--- src/sv/ple_pkg.sv ---
`default_nettype none

package ple_pkg;

    localparam int DEPTH_DEF = 16;

    localparam int REQ_W  = 3;
    localparam int VAL_W  = 32;
    localparam int POS_W  = 5;
    localparam int STAT_W = 2;

    typedef logic [REQ_W-1:0]  req_t;
    typedef logic [STAT_W-1:0] status_t;
    typedef logic signed [VAL_W-1:0] value_t;

    localparam req_t REQ_INS_FRONT = 3'd0;
    localparam req_t REQ_INS_REAR  = 3'd1;
    localparam req_t REQ_INS_AT    = 3'd2;
    localparam req_t REQ_DEL_FRONT = 3'd3;
    localparam req_t REQ_DEL_REAR  = 3'd4;
    localparam req_t REQ_DEL_AT    = 3'd5;
    localparam req_t REQ_READ_ALL  = 3'd6;

    localparam status_t ST_OK    = 2'd0;
    localparam status_t ST_FULL  = 2'd1;
    localparam status_t ST_EMPTY = 2'd2;
    localparam status_t ST_RANGE = 2'd3;

endpackage

`default_nettype wire

--- src/sv/ple_ram.sv ---
`default_nettype none

module ple_ram #(
    parameter int DEPTH = ple_pkg::DEPTH_DEF,
    parameter int IW    = $clog2(DEPTH)
) (
    input  wire logic                clk,
    input  wire logic                we,
    input  wire logic [IW-1:0]       waddr,
    input  wire ple_pkg::value_t     wdata,
    input  wire logic                re,
    input  wire logic [IW-1:0]       raddr,
    output      ple_pkg::value_t     rdata
);
    import ple_pkg::*;

    value_t mem [DEPTH];
    value_t rdata_reg;

    always_ff @(posedge clk)
    begin
        if (we)
        begin
            mem[waddr] <= wdata;
        end
    end

    always_ff @(posedge clk)
    begin
        if (re)
        begin
            rdata_reg <= mem[raddr];
        end
    end

    assign rdata = rdata_reg;

endmodule

`default_nettype wire

--- src/sv/positional_list_engine.sv ---
`default_nettype none

// Positional list engine: ordered list of up to DEPTH signed 32-bit values.
// Command channel: a transaction is taken on a clock edge with start high and
// busy low; req_type, value and position are sampled then. busy falls in the
// cycle the final result is presented, so the next transaction can be taken then.
// Result channel: strobe is high for one cycle per result with status,
// entry_value and last; the receiver cannot stall and must take every result.
// Updates give one result. Read-all gives one result per stored entry, front
// first, one per cycle, last marking the final one; an empty list gives one
// empty-status result.
// Updates: an insert moves count - position entries up a place before it
// writes the new value, and a delete moves count - position - 1 entries
// down a place; errors and the unused code give their result from the
// decide state without touching the list.
// Read-all: after the first result, one result follows per cycle.
// The list storage is a single-port-read, single-port-write RAM; each entry
// moved takes a read state and then a write state, which sets the update time.
// Reset clears the entry count and the sequencer; RAM contents are not cleared.
module positional_list_engine #(
    parameter int DEPTH = ple_pkg::DEPTH_DEF
) (
    input  wire logic                        clk,
    input  wire logic                        rst_n,
    input  wire logic                        start,
    output      logic                        busy,
    input  wire logic [ple_pkg::REQ_W-1:0]   req_type,
    input  wire logic signed [ple_pkg::VAL_W-1:0] value,
    input  wire logic [ple_pkg::POS_W-1:0]   position,
    output      logic                        strobe,
    output      logic [ple_pkg::STAT_W-1:0]  status,
    output      logic signed [ple_pkg::VAL_W-1:0] entry_value,
    output      logic                        last
);
    import ple_pkg::*;

    localparam int IW   = $clog2(DEPTH);
    localparam int CW   = $clog2(DEPTH + 1);
    localparam int CMPW = (CW > POS_W) ? CW : POS_W;

    localparam logic [2:0] S_IDLE   = 3'd0;
    localparam logic [2:0] S_DECIDE = 3'd1;
    localparam logic [2:0] S_UP_RD  = 3'd2;
    localparam logic [2:0] S_UP_WR  = 3'd3;
    localparam logic [2:0] S_INS_WR = 3'd4;
    localparam logic [2:0] S_DN_RD  = 3'd5;
    localparam logic [2:0] S_DN_WR  = 3'd6;
    localparam logic [2:0] S_RO     = 3'd7;

    logic [2:0]       state_reg,  state_next;
    logic [CW-1:0]    count_reg,  count_next;
    logic [CW-1:0]    idx_reg,    idx_next;
    logic [CW-1:0]    tgt_reg,    tgt_next;
    req_t             req_reg,    req_next;
    value_t           val_reg,    val_next;
    logic [POS_W-1:0] pos_reg,    pos_next;

    logic             strobe_reg, strobe_next;
    status_t          status_reg, status_next;
    value_t           evalue_reg, evalue_next;
    logic             last_reg,   last_next;

    logic             ram_we;
    logic [IW-1:0]    ram_waddr;
    value_t           ram_wdata;
    logic             ram_re;
    logic [IW-1:0]    ram_raddr;
    value_t           ram_rdata;

    logic [CMPW-1:0]  cnt_ext;
    logic [CMPW-1:0]  pos_eff;
    logic [CW:0]      idx_p1;
    logic [CW:0]      idx_p2;
    logic [CW-1:0]    idx_m1;

    ple_ram #(
        .DEPTH (DEPTH),
        .IW    (IW)
    ) u_ram (
        .clk   (clk),
        .we    (ram_we),
        .waddr (ram_waddr),
        .wdata (ram_wdata),
        .re    (ram_re),
        .raddr (ram_raddr),
        .rdata (ram_rdata)
    );

    assign cnt_ext = CMPW'(count_reg);
    assign idx_p1  = {1'b0, idx_reg} + (CW+1)'(1);
    assign idx_p2  = {1'b0, idx_reg} + (CW+1)'(2);
    assign idx_m1  = idx_reg - CW'(1);

    always_comb
    begin
        unique case (req_reg)
            REQ_INS_FRONT: pos_eff = '0;
            REQ_INS_REAR:  pos_eff = cnt_ext;
            REQ_INS_AT:    pos_eff = CMPW'(pos_reg);
            REQ_DEL_FRONT: pos_eff = '0;
            REQ_DEL_REAR:  pos_eff = cnt_ext - CMPW'(1);
            REQ_DEL_AT:    pos_eff = CMPW'(pos_reg);
            default:       pos_eff = '0;
        endcase
    end

    always_comb
    begin
        state_next  = state_reg;
        count_next  = count_reg;
        idx_next    = idx_reg;
        tgt_next    = tgt_reg;
        req_next    = req_reg;
        val_next    = val_reg;
        pos_next    = pos_reg;
        strobe_next = 1'b0;
        status_next = status_reg;
        evalue_next = evalue_reg;
        last_next   = last_reg;
        ram_we      = 1'b0;
        ram_waddr   = idx_reg[IW-1:0];
        ram_wdata   = ram_rdata;
        ram_re      = 1'b0;
        ram_raddr   = idx_reg[IW-1:0];

        unique case (state_reg)
            S_IDLE:
            begin
                if (start)
                begin
                    req_next   = req_type;
                    val_next   = value;
                    pos_next   = position;
                    state_next = S_DECIDE;
                end
            end

            S_DECIDE:
            begin
                evalue_next = '0;
                last_next   = 1'b1;
                status_next = ST_OK;
                priority if (req_reg == REQ_INS_FRONT || req_reg == REQ_INS_REAR
                             || req_reg == REQ_INS_AT)
                begin
                    priority if (count_reg == CW'(DEPTH))
                    begin
                        status_next = ST_FULL;
                        strobe_next = 1'b1;
                        state_next  = S_IDLE;
                    end
                    else if (pos_eff > cnt_ext)
                    begin
                        status_next = ST_RANGE;
                        strobe_next = 1'b1;
                        state_next  = S_IDLE;
                    end
                    else
                    begin
                        tgt_next   = CW'(pos_eff);
                        idx_next   = count_reg;
                        state_next = (cnt_ext > pos_eff) ? S_UP_RD : S_INS_WR;
                    end
                end
                else if (req_reg == REQ_DEL_FRONT || req_reg == REQ_DEL_REAR
                         || req_reg == REQ_DEL_AT)
                begin
                    priority if (count_reg == '0)
                    begin
                        status_next = ST_EMPTY;
                        strobe_next = 1'b1;
                        state_next  = S_IDLE;
                    end
                    else if (pos_eff >= cnt_ext)
                    begin
                        status_next = ST_RANGE;
                        strobe_next = 1'b1;
                        state_next  = S_IDLE;
                    end
                    else if (pos_eff + CMPW'(1) < cnt_ext)
                    begin
                        idx_next   = CW'(pos_eff);
                        state_next = S_DN_RD;
                    end
                    else
                    begin
                        count_next  = count_reg - CW'(1);
                        strobe_next = 1'b1;
                        state_next  = S_IDLE;
                    end
                end
                else if (req_reg == REQ_READ_ALL)
                begin
                    if (count_reg == '0)
                    begin
                        status_next = ST_EMPTY;
                        strobe_next = 1'b1;
                        state_next  = S_IDLE;
                    end
                    else
                    begin
                        ram_re     = 1'b1;
                        ram_raddr  = '0;
                        idx_next   = CW'(1);
                        state_next = S_RO;
                    end
                end
                else
                begin
                    strobe_next = 1'b1;
                    state_next  = S_IDLE;
                end
            end

            S_UP_RD:
            begin
                ram_re     = 1'b1;
                ram_raddr  = idx_m1[IW-1:0];
                state_next = S_UP_WR;
            end

            S_UP_WR:
            begin
                ram_we     = 1'b1;
                ram_waddr  = idx_reg[IW-1:0];
                ram_wdata  = ram_rdata;
                idx_next   = idx_m1;
                state_next = (idx_m1 > tgt_reg) ? S_UP_RD : S_INS_WR;
            end

            S_INS_WR:
            begin
                ram_we      = 1'b1;
                ram_waddr   = tgt_reg[IW-1:0];
                ram_wdata   = val_reg;
                count_next  = count_reg + CW'(1);
                status_next = ST_OK;
                evalue_next = '0;
                last_next   = 1'b1;
                strobe_next = 1'b1;
                state_next  = S_IDLE;
            end

            S_DN_RD:
            begin
                ram_re     = 1'b1;
                ram_raddr  = idx_p1[IW-1:0];
                state_next = S_DN_WR;
            end

            S_DN_WR:
            begin
                ram_we    = 1'b1;
                ram_waddr = idx_reg[IW-1:0];
                ram_wdata = ram_rdata;
                idx_next  = idx_p1[CW-1:0];
                if (idx_p2 < {1'b0, count_reg})
                begin
                    state_next = S_DN_RD;
                end
                else
                begin
                    count_next  = count_reg - CW'(1);
                    status_next = ST_OK;
                    evalue_next = '0;
                    last_next   = 1'b1;
                    strobe_next = 1'b1;
                    state_next  = S_IDLE;
                end
            end

            S_RO:
            begin
                status_next = ST_OK;
                evalue_next = ram_rdata;
                strobe_next = 1'b1;
                if (idx_reg == count_reg)
                begin
                    last_next  = 1'b1;
                    state_next = S_IDLE;
                end
                else
                begin
                    last_next  = 1'b0;
                    ram_re     = 1'b1;
                    ram_raddr  = idx_reg[IW-1:0];
                    idx_next   = idx_p1[CW-1:0];
                end
            end

            default:
            begin
                state_next = S_IDLE;
            end
        endcase
    end

    always_ff @(posedge clk or negedge rst_n)
    begin
        if (!rst_n)
        begin
            state_reg  <= S_IDLE;
            count_reg  <= '0;
            strobe_reg <= 1'b0;
        end
        else
        begin
            state_reg  <= state_next;
            count_reg  <= count_next;
            strobe_reg <= strobe_next;
        end
    end

    always_ff @(posedge clk)
    begin
        idx_reg    <= idx_next;
        tgt_reg    <= tgt_next;
        req_reg    <= req_next;
        val_reg    <= val_next;
        pos_reg    <= pos_next;
        status_reg <= status_next;
        evalue_reg <= evalue_next;
        last_reg   <= last_next;
    end

    assign busy        = (state_reg != S_IDLE);
    assign strobe      = strobe_reg;
    assign status      = status_reg;
    assign entry_value = evalue_reg;
    assign last        = last_reg;

    a_count_bound: assert property (@(posedge clk) disable iff (!rst_n)
        count_reg <= CW'(DEPTH))
        else $error("entry count above depth");

    a_strobe_busy: assert property (@(posedge clk) disable iff (!rst_n)
        strobe_reg |-> $past(state_reg != S_IDLE))
        else $error("result issued without a transaction in progress");

    a_error_no_change: assert property (@(posedge clk) disable iff (!rst_n)
        (strobe_reg && status_reg != ST_OK) |-> (count_reg == $past(count_reg)))
        else $error("failed request changed the entry count");

    a_more_follow: assert property (@(posedge clk) disable iff (!rst_n)
        (strobe_reg && !last_reg) |-> busy)
        else $error("read-out ended without last");

    a_accept_busy: assert property (@(posedge clk) disable iff (!rst_n)
        (start && !busy) |=> busy)
        else $error("accepted transaction did not raise busy");

endmodule

`default_nettype wire
--- config.mk ---
export PLATFORM = sky130hd
export DESIGN_NAME = positional_list_engine
export DESIGN_NICKNAME = d
export VERILOG_FILES = /design/src/sv/ple_pkg.sv /design/src/sv/ple_ram.sv /design/src/sv/positional_list_engine.sv
export SDC_FILE = /design/constraint.sdc
export NUM_CORES = 1
export LEC_CHECK = 0
export ABC_AREA = 1
export BUFFER_PORTS_ARGS = -buffer_cell sky130_fd_sc_hd__buf_2
export CORE_MARGIN = 1
export CORE_UTILIZATION = 29
export DETAILED_ROUTE_END_ITERATION = 8
export PLACE_DENSITY = 0.47
export SLEW_MARGIN = 0
export SYNTH_ARGS = -nofsm -noshare
export SYNTH_HDL_FRONTEND = slang
export SYNTH_SLANG_ARGS = --single-unit
export TNS_END_PERCENT = 30
--- constraint.sdc ---
create_clock -name clk -period 5 [get_ports clk]
set_clock_uncertainty 0.1 [all_clocks]
set_input_delay 0.25 -clock clk [delete_from_list [all_inputs] [get_ports clk]]
set_output_delay 0.25 -clock clk [all_outputs]
set_load 0.02 [all_outputs]
# Word level (Yosys, flattened, before mapping)
# Memories as Yosys holds them, arrays and structs flattened. A register that Yosys moved wholly into a read port is not among the register bits.
# Cells that the tools add are included.
[word_totals]
ff_bits = 94
latch_bits = 0
ramBits = 512
rom_bits = 0
inputBits = 43
elab_cells = 156
mem_count = 1
[mem_list]
columns = ["memory", "words", "word_bits", "read_ports", "rd_clocked_by_memory_dff", "wr", "line_no", "rtl"]
rows = [
  ["u_ram.mem", 16, 32, 1, 1, 1, "ple_ram.sv:17", "value_t mem [DEPTH];"],
]
[classes]
n_addsub = 6
multipliers = 0
div_mod_pow = 0
order_cmp = 6
n_eq_ne = 30
n_shift = 0
mux = 76
bitwise_logic = 2
reduce_logical = 24
[op_table]
columns = ["cell", "count"]
rows = [
  ["$pmux 32 s3", 1],
  ["$mux 5", 16],
  ["$mux 32", 2],
  ["$mux 3", 14],
  ["$pmux 5 s3", 2],
  ["$pmux 3 s8", 1],
  ["$eq 3x3->1 const B", 7],
  ["$mux 1", 20],
  ["$mux 4", 5],
  ["$pmux 5 s4", 1],
  ["$mux 2", 9],
  ["$ne 2x2->1 const B", 9],
  ["$add 5x1->5 const B", 3],
  ["$gt 5x5->1", 3],
  ["$eq 3x2->1 const B", 4],
  ["$ne 4x4->1 const B", 3],
  ["$pmux 4 s3", 1],
  ["$reduce_bool 3->1", 4],
  ["$sub 5x1->5 const B", 2],
  ["$ne 3x3->1 const B", 3],
  ["$pmux 1 s3", 3],
  ["$reduce_and 2->1", 4],
  ["$reduce_and 8->1", 1],
  ["$reduce_or 2->1", 4],
  ["other kinds (16)", 22],
]

# Logic depth before layout (Yosys ltp)
# Gate-level depths: netlist of the first run.
[logic_depth]
depth_word = 11
mapped_depth = 19
ltp_nobuf = 19

# Hierarchy
# From an unflattened synthesis of the first run, not the netlist that was laid out.
[unflattened]
cells_unflattened = 2703
area_unflattened_um2 = 28305.9
[modules_own_cells]
columns = ["mod", "instances", "cells_each", "area_each_um2"]
rows = [
  ["ple_ram", 1, 2120, 23064.6],
  ["positional_list_engine", 1, 583, 5241.3],
]

# Least setup slack after synthesis of the first run
# Ideal clock, no wire load.
[synth_path]
kind = "register to register"
start = "reg state_reg[0]"
end = "mem u_ram.mem[10][0] (netlist bit) (enable)"
setup_ps = 421
arrival_ps = 2833
required_time_ps = 4479
path_slack_ps = 1646
path_stages_with_launch = 8
n_path_buf = 0
synth_period_minus_slack_ps = 3354
path_cell_list = "dfrtp_1 inv_1 nand2_1 nor2_2 clkinv_1 o21ai_0 nand3_1 nor2_1"
[synth_between]
elab_chain_len = 5
word_cells_on_any_way = 8
cone_classes = "eq/ne: 3; mux: 4; reduce/logical: 1"
[synth_lines]
columns = ["element", "line_no", "rtl"]
rows = [
  ["from (decl)", "positional_list_engine.sv:50", "logic [2:0] state_reg, state_next;"],
  ["from (signal assigned)", "positional_list_engine.sv:308", "state_reg <= state_next;"],
  ["$eq 3x3->1 or $eq 3x2->1 (tied branches)", "positional_list_engine.sv:126", "unique case (state_reg)"],
  ["$reduce_or 3->1 (no line)", "--", ""],
  ["$mux 1", "positional_list_engine.sv:126", ""],
  ["$mux 1", "ple_ram.sv:22", "if (we)"],
  ["$mux 1 (not written as such)", "ple_ram.sv:24", "mem[waddr] <= wdata;"],
  ["to (decl)", "ple_ram.sv:17", ""],
]
# Several ways; a longest one is shown, not always the timed one.

# Worst setup path after layout of the first run
[layout_path]
start = "reg count_reg[0], in the netlist cnt_ext[0]"
end = "reg idx_reg[3] (enable)"
[layout_between]
elab_chain_len = 6
word_cells_on_any_way = 16
cone_classes = "add/sub: 2; order compare: 3; eq/ne: 8; mux: 1; reduce/logical: 2"
[layout_lines]
columns = ["element", "line_no", "rtl"]
rows = [
  ["from (decl)", "positional_list_engine.sv:51", "logic [CW-1:0] count_reg, count_next;"],
  ["from (signal assigned)", "positional_list_engine.sv:309", "count_reg <= count_next;"],
  ["$sub 5x1->5 *", "positional_list_engine.sv:101", "REQ_DEL_REAR: pos_eff = cnt_ext - CMPW'(1);"],
  ["$pmux 5 s3 *", "positional_list_engine.sv:96", "unique case (req_reg)"],
  ["via pos_eff[1]", "positional_list_engine.sv:71", "logic [CMPW-1:0] pos_eff;"],
  ["$add 5x1->5", "positional_list_engine.sv:180", "else if (pos_eff + CMPW'(1) < cnt_ext)"],
  ["$lt 5x5->1", "positional_list_engine.sv:180", ""],
  ["$ne 4x4->1 (no line)", "--", ""],
  ["$reduce_and 8->1 (no line) *", "--", ""],
  ["to (signal assigned)", "positional_list_engine.sv:316", "idx_reg <= idx_next;"],
  ["to (decl)", "positional_list_engine.sv:52", "logic [CW-1:0] idx_reg, idx_next;"],
]
# Mark *: on every way through the listed nets, which the timed path passes. The rest lies on a longest branch.
# A chain may end at the register's enable or synchronous reset.

==> key figures, run 1 <==
Die
  • Row count: 113
  • Io pins: 80
  • Die Y: 313 um
  • Core box area: 0.0954 mm^2
  • Initial Util: 29.4%
  • Die width: 313 um
  • Die ar.: 0.0981 mm^2

Global route
  • Total congestion overflow: 0
  • Initial antenna violation count: 0
  • Vias in the first global route: 18683
  • Largest net degree at the start of global routing: 168
  • First-pass GRT wire length: 119 mm
  • GRT Total Usage: 16.1%

Synthesis
  • #FFs+latches synth: 638
  • Syn nets: 2693
  • Gate count of the mapped netlist: 2622
  • Synth Area in XOR/XNOR: 0.499%
  • Syn avg cell area: 10.7 um^2
  • Mux share of post-synthesis cell area: 0%
  • Adder and majority gate portion of the synthesized area: 1.25%
  • Yosys top cell area share: 67.3%
  • EDFF count, synth: 629
  • Synth area leader: edfxtp_1
  • Largest family of logic cells by synthesized area: simple AND/OR/NAND/NOR gates
  • Yosys warnings: 0
  • Prevailing post-synth register cell: edfxtp_1
  • Synth area leaders: edfxtp_1, nand3_1, nand2_1
  • Post-Synth Simple-Gate Area: 21.1%
  • Post-synthesis compound-gate area fraction: 1.82%
  • Post-synth ARST share: 1.41%
  • Cell Area, Synth: 0.0281 mm^2
  • Seq/Total Area, Yosys: 68.1%
  • Netlist cell types: 34

Clock tree
  • CTS tree: built
  • Clk buf depth: 3
  • TritonCTS buffer count: 75
  • Root Driver: clkbuf_16
  • Clock Latency Late Sink: 620 ps
  • Clk slew on worst S/H paths: 60 ps
  • H-Tree Depth: 3
  • Clock sink count: 638
  • Post-CTS setup buffer count: 0

Power and ir drop
  • Clock power frac: 22.0%
  • Leak pwr: 13.3 nW
  • Sw frac: 42.5%
  • Sequential Power Share: 33.5%
  • Max rail drop VDD: 962 uV
  • Comb pwr share: 44.5%
  • Power Density: 734 mW/mm^2
  • P_int: 0.0139 W
  • NetSw: 0.0103 W

Setup path
  • Worst setup path class: register to register
  • CP arrival: 4180 ps
  • Reg2Reg Setup Slack: 970 ps
  • CP Max Fanout: 9
  • CP Launch Type: register
  • Worst r2r path cells: 14
  • Worst setup EP type: register
  • End of the worst register-to-register path: idx_reg[3]
  • Crit Reg-Reg Startpoint: cnt_ext[0]
  • Worst Path Required: 5150 ps

Timing
  • Slew Limit Fails: 0
  • Crit path time final: 4030 ps
  • Post-route clock period utilization: 80.5%
  • Final Hold Fails: 0
  • Worst-margin pin slew: 1290 ps
  • RSZ-0062 raised after global routing: false
  • FMAX: 0.248 GHz
  • Post-Route Setup TNS: 0 ps
  • Slew HR: 13.3%
  • Finish-stage setup viols: 0

Final layout
  • Synth-to-layout area growth: 17.4%
  • Max FFs per register: 512
  • Fillcell total: 9475
  • Cell Count, Final, Fillers Out: 4070
  • Layout cell share with drive strength beyond 1: 10.2%
  • Fin nets: 2821
  • Largest reg by FF count: u_ram.mem
  • Final Cell Area: 0.0330 mm^2
  • Ant. Diodes: 0

Placement
  • Final HPWL DP: 41.9 mm
  • Gpl congestion: 0.835
  • Dpl cell area: 0.0302 mm^2
  • Port bufs: 79
  • Placed Instances: 3895

Hold path
  • Hold EP: val_reg[18]
  • Worst Hold Class: input port to register
  • Hold Crit Depth: 2
  • HP Start: value[18]

Route
  • Residual DRC: 0
  • TritonRoute pass-1 iters: 5
  • Initial DRC count: 1236
  • Number of vias per cell: 4.67
  • ANT nets after route: 0
  • Wirelength, routed: 79.3 mm
  • Via count: 18998
  • Wire per inst: 19.5 um

Job
  • Max-cap check violation count: 0

Outcome
  • Status: complete, no violations
-- layout make-up --
type                       instances  area, um^2  share of cell area (%)
multi-input combinational       1499        7120                    21.6
clock inverter                    39         374                    1.13
sequential                       638       19100                    58.0
inverter                         341        1280                    3.90
timing repair buffer             195        1490                    4.51
clock buffer                      93        2010                    6.09
tap                             1265        1580                    4.80
-- per-layer routing --
layer	global-route usage, %	wire [um]	up-vias
met5	0	0	-
met4	4.28	1790	0
met3	2.43	3270	112
met2	27.6	38900	422
met1	21.2	35400	9337
li1	-	-	9127
-- worst max-delay path, stage by stage, from the launching register on --
cell      delay (ps)
dfrtp_1          540
inv_1            150
ha_1             360
o221ai_1         510
ha_1             320
nand3_1          100
xnor2_1          170
ha_1             310
a21oi_1          140
o21ai_0          110
nor2_1           210
nand3_1          110
nand2_1           90
nor2_1            70
a21oi_1          380
-- through the flow --
step	hold slack [ps]	utilization (%)	total power, W	setup WS, ps
6_report	249	34.5	0.0242	975
5_1_grt	224	34.5	0.0259	706
4_1_cts	215	34.5	0.0245	943
3_5_place_dp	45.2	31.6	0.0191	957
3_3_place_gp	44.7	31.6	0.0190	1110
2_1_floorplan	-146	-	0.0154	1650
-- power by group through the flow --
stage / Clock, W / Sequential [W] / Combinational (W)
5_1_grt: 0.00565 / 0.00817 / 0.0121
3_3_place_gp: 0 / 0.00820 / 0.0108
6_report: 0.00533 / 0.00810 / 0.0108
3_5_place_dp: 0 / 0.00820 / 0.0109
2_1_floorplan: 0 / 0.00832 / 0.00709
4_1_cts: 0.00547 / 0.00810 / 0.0109
-- layout by cell type (no fill, tap or decap), types with 6 or more instances in the layout --
cell type / instances
clkinv_2: 8
clkbuf_1: 15
o21ai_1: 6
ha_1: 28
inv_1: 334
clkinv_1: 20
nand3_1: 608
o21ai_0: 56
edfxtp_1: 629
buf_2: 79
buf_12: 9
nor2_4: 19
clkbuf_16: 78
dlygate4sd3_1: 43
nor2_1: 59
buf_4: 64
xor2_1: 12
nand2_1: 658
a21oi_1: 13
dfrtp_1: 9
bufinv_16: 6
-- worst max-delay path by stage --
stage | endpoint | cells past startpoint | slack (ps) | from
after floorplan | u_ram.mem[10][0] | 7 | 1650 | state_reg[0]
after global placement | idx_reg[4] | 14 | 1110 | cnt_ext[0]
after detailed placement | idx_reg[3] | 14 | 960 | cnt_ext[0]
after CTS | idx_reg[3] | 14 | 940 | cnt_ext[0]
after global routing | idx_reg[3] | 14 | 710 | cnt_ext[0]
final | idx_reg[3] | 14 | 970 | cnt_ext[0]
-- synth_stat cells (7+ instances only) --
cell / number
dfrtp_1: 9
buf_1: 7
a21oi_1: 13
ha_1: 28
buf_2: 117
nor2_1: 76
clkbuf_1: 7
buf_4: 11
inv_1: 335
o21ai_0: 61
edfxtp_1: 629
xor2_1: 12
nand2_1: 662
nand3_1: 608
-- cell families after synthesis --
group | after synthesis
simple gates | 1362
flops | 638
buf+inv | 485
compound gates | 93
fa+ha+maj | 28
xor+xnor | 16
-- what timing repair did --
item / CTS / global route
hold buffers: 43 / 0
gates resized for setup: 0 / 0
hold endpoints to repair: 50 / 0
endpoints found under the setup margin: 0 / 0
Power figures use the tool's default switching activity.
==> run 2, diff against run 1 <==
==> constraint.sdc (replaced) <==
create_clock -name clk -period 3.9 [get_ports clk]
set_clock_uncertainty 0.1 [all_clocks]
set_input_delay 0.195 -clock clk [delete_from_list [all_inputs] [get_ports clk]]
set_output_delay 0.195 -clock clk [all_outputs]
set_load 0.02 [all_outputs]
==> run 2 against run 1 <==
Flip-flop and latch count unchanged. Maximum frequency up 16%. Routed wire length up 0.54%. Combinational power up 31%. Critical endpoint is now idx_reg[4].
==> key figures, run 2 (synthesis results as in run 1) <==
Global route
  • Initial antenna violation count: 0 (unchanged)
  • GRT Total Usage: 16.3% (+0.12 points)
  • First-pass GRT wire length: 120 mm (+1.1%)
  • Largest net degree at the start of global routing: 131 (-22%)
  • Total congestion overflow: 0 (unchanged)
  • Vias in the first global route: 19152 (+2.5%)

Route
  • Wirelength, routed: 79.7 mm (+0.54%)
  • TritonRoute pass-1 iters: 6 (+1)
  • Residual DRC: 0 (unchanged)
  • Via count: 18999 (+0.0053%)
  • Initial DRC count: 1231 (-0.40%)
  • ANT nets after route: 0 (unchanged)
  • Number of vias per cell: 4.66 (-0.26%)
  • Wire per inst: 19.5 um (+0.27%)

Final layout
  • Commonest non-fill, non-tap cells in the layout: nand2_1, edfxtp_1, nand3_1
  • Most common cell after layout, fill and taps aside: nand2_1
  • Fillcell total: 9467 (-0.084%)
  • Ant. Diodes: 0 (unchanged)
  • Fin nets: 2840 (+0.67%)
  • Max FFs per register: 512 (unchanged)
  • Area occupied by multi-input gates: 0.00712 mm^2 (about the same)
  • Synth-to-layout area growth: 17.6%
  • Layout cell share with drive strength beyond 1: 10.8% (+0.53 points)
  • Register area: 0.0191 mm^2 (unchanged)
  • Core Util, Final: 34.6% (+0.052 points)
  • Largest reg by FF count: u_ram.mem

Setup path
  • Crit-path max cell delay: 430 ps (-110 ps)
  • CP Max Fanout: 6 (-3)
  • Reg2Reg Setup Slack: 440 ps (-540 ps)
  • Crit Reg-Reg Startpoint: cnt_ext[1]
  • Worst Path Required: 4110 ps (-1040 ps)
  • Crit-path most repeated cell: nand2_1
  • Worst r2r path cells: 17 (+3)
  • Worst path bufs/invs: 3 (+2)
  • Worst setup path class: register to register
  • CP max stage cell: dfrtp_1
  • Crit-path leading delay family: simple AND/OR/NAND/NOR gates
  • CP cell instances: inv_2, ha_1, nand2_1, nor2_1, inv_1, nand2_1, o221ai_1, ha_1, nand2_1, o21bai_1, nand3_1, nor2_1, nand3_1, nand2_1, nor2_1, a21oi_1, buf_4
  • Worst setup EP type: register
  • CP Launch Type: register
  • CP arrival: 3670 ps (-510 ps)
  • End of the worst register-to-register path: idx_reg[4]

Timing
  • Post-route clock period utilization: 88.8% (+8.3 points)
  • Slew Limit Fails: 0 (unchanged)
  • Worst-margin pin slew: 930 ps (-362 ps)
  • Post-Route Setup TNS: 0 ps (unchanged)
  • Slew HR: 38.0% (+25 points)
  • FMAX: 0.289 GHz (+16%)
  • RSZ-0062 raised after global routing: false
  • Finish-stage setup viols: 0 (unchanged)
  • Crit path time final: 3460 ps (-563 ps)
  • Final Hold Fails: 0 (unchanged)

Hold path
  • Worst Hold Class: input port to register
  • HP Start: value[30]
  • Hold Crit Depth: 2 (unchanged)
  • Hold EP: val_reg[30]

Placement
  • Port bufs: 79 (unchanged)
  • Gpl congestion: 0.786 (-5.9%)
  • Final HPWL DP: 41.8 mm (-0.25%)

Clock tree
  • TritonCTS buffer count: 74 (-1.3%)
  • Clk buf depth: 3 (unchanged)
  • CTS tree: built
  • Root Driver: clkbuf_16
  • Clk slew on worst S/H paths: 60 ps (about the same)
  • Clock Latency Late Sink: 610 ps (about the same)
  • H-Tree Depth: 3 (unchanged)
  • Clock sink count: 638 (unchanged)

Power and ir drop
  • Leak pwr: 13.3 nW (+0.35%)
  • Power Density: 933 mW/mm^2 (+27%)
  • Max rail drop VDD: 1300 uV (+35%)

Die
  • Io pins: 80 (unchanged)
  • Initial Util: 29.4% (unchanged)
  • Die Y: 313 um (unchanged)
  • Core box area: 0.0954 mm^2 (unchanged)
  • Row count: 113 (unchanged)
  • Die width: 313 um (unchanged)
  • Die ar.: 0.0981 mm^2 (unchanged)

Outcome
  • Status: complete, no violations

Job
  • Max-cap check violation count: 0 (unchanged)
-- run 2: changes by cell type in the layout (fill, tap and decap cells not counted), sizes merged --
cell,change
bufinv,-4
clkbuf,+1
buf,+20
clkinv,-6
-- run 2: repair_timing --
action,CTS,global route
setup buffers,0,0
endpoints found under the hold margin,50,0
endpoints found under the setup margin,0,5
hold buffers,43,0
resized for setup,0,2
-- run 2: worst max-delay path by stage --
stage,depth (start not counted),from,end
2_1_floorplan,7,state_reg[0],u_ram.mem[10][0]
3_3_place_gp,15,cnt_ext[1],idx_reg[0]
3_5_place_dp,17,cnt_ext[1],idx_reg[0]
4_1_cts,17,cnt_ext[1],idx_reg[4]
5_1_grt,17,cnt_ext[1],idx_reg[0]
6_report,17,cnt_ext[1],idx_reg[4]
-- run 2: power breakdown --
group	switching, W	total, W	internal, W
clock network	0.00268	0.00637	0.00369
logic	0.0101	0.0141	0.00400
registers	0.000366	0.0103	0.00998
total	0.0131	0.0308	0.0177
-- run 2: metrics by stage --
step / worst slack [ps] / instance area (um^2) / hold WS, ps / cells / total power [W]
after floorplan: 546 / 28100 / -201 / 2622 / 0.0198
after global placement: 420 / 30400 / -16.4 / 3915 / 0.0246
after detailed placement: 347 / 30400 / -13.3 / 3915 / 0.0247
after CTS: 336 / 33000 / 161 / 4081 / 0.0312
after global routing: 89.0 / 33000 / 188 / 4081 / 0.0330
final: 437 / 33000 / 196 / 4081 / 0.0308
-- run 2: per-layer routing --
metal  track usage [%]  wire length (um)  up-vias  part of all wire (%)
met5                 0                 0        -                     0
met4              4.38              1450        0                   1.8
met3              2.02              3160      103                   4.0
met2              28.6             39800      403                    50
met1              21.0             35400     9333                    44
li1                  -                 -     9160                     -
-- run 2: layout make-up --
cell class / count / share of cell area, %
Tap cell: 1265 / 4.79
Sequential cell: 638 / 57.9
Timing Repair Buffer: 215 / 5.26
Clock inverter: 29 / 0.606
Inverter: 341 / 3.88
Multi-Input combinational cell: 1499 / 21.6
Clock buffer: 94 / 6.00
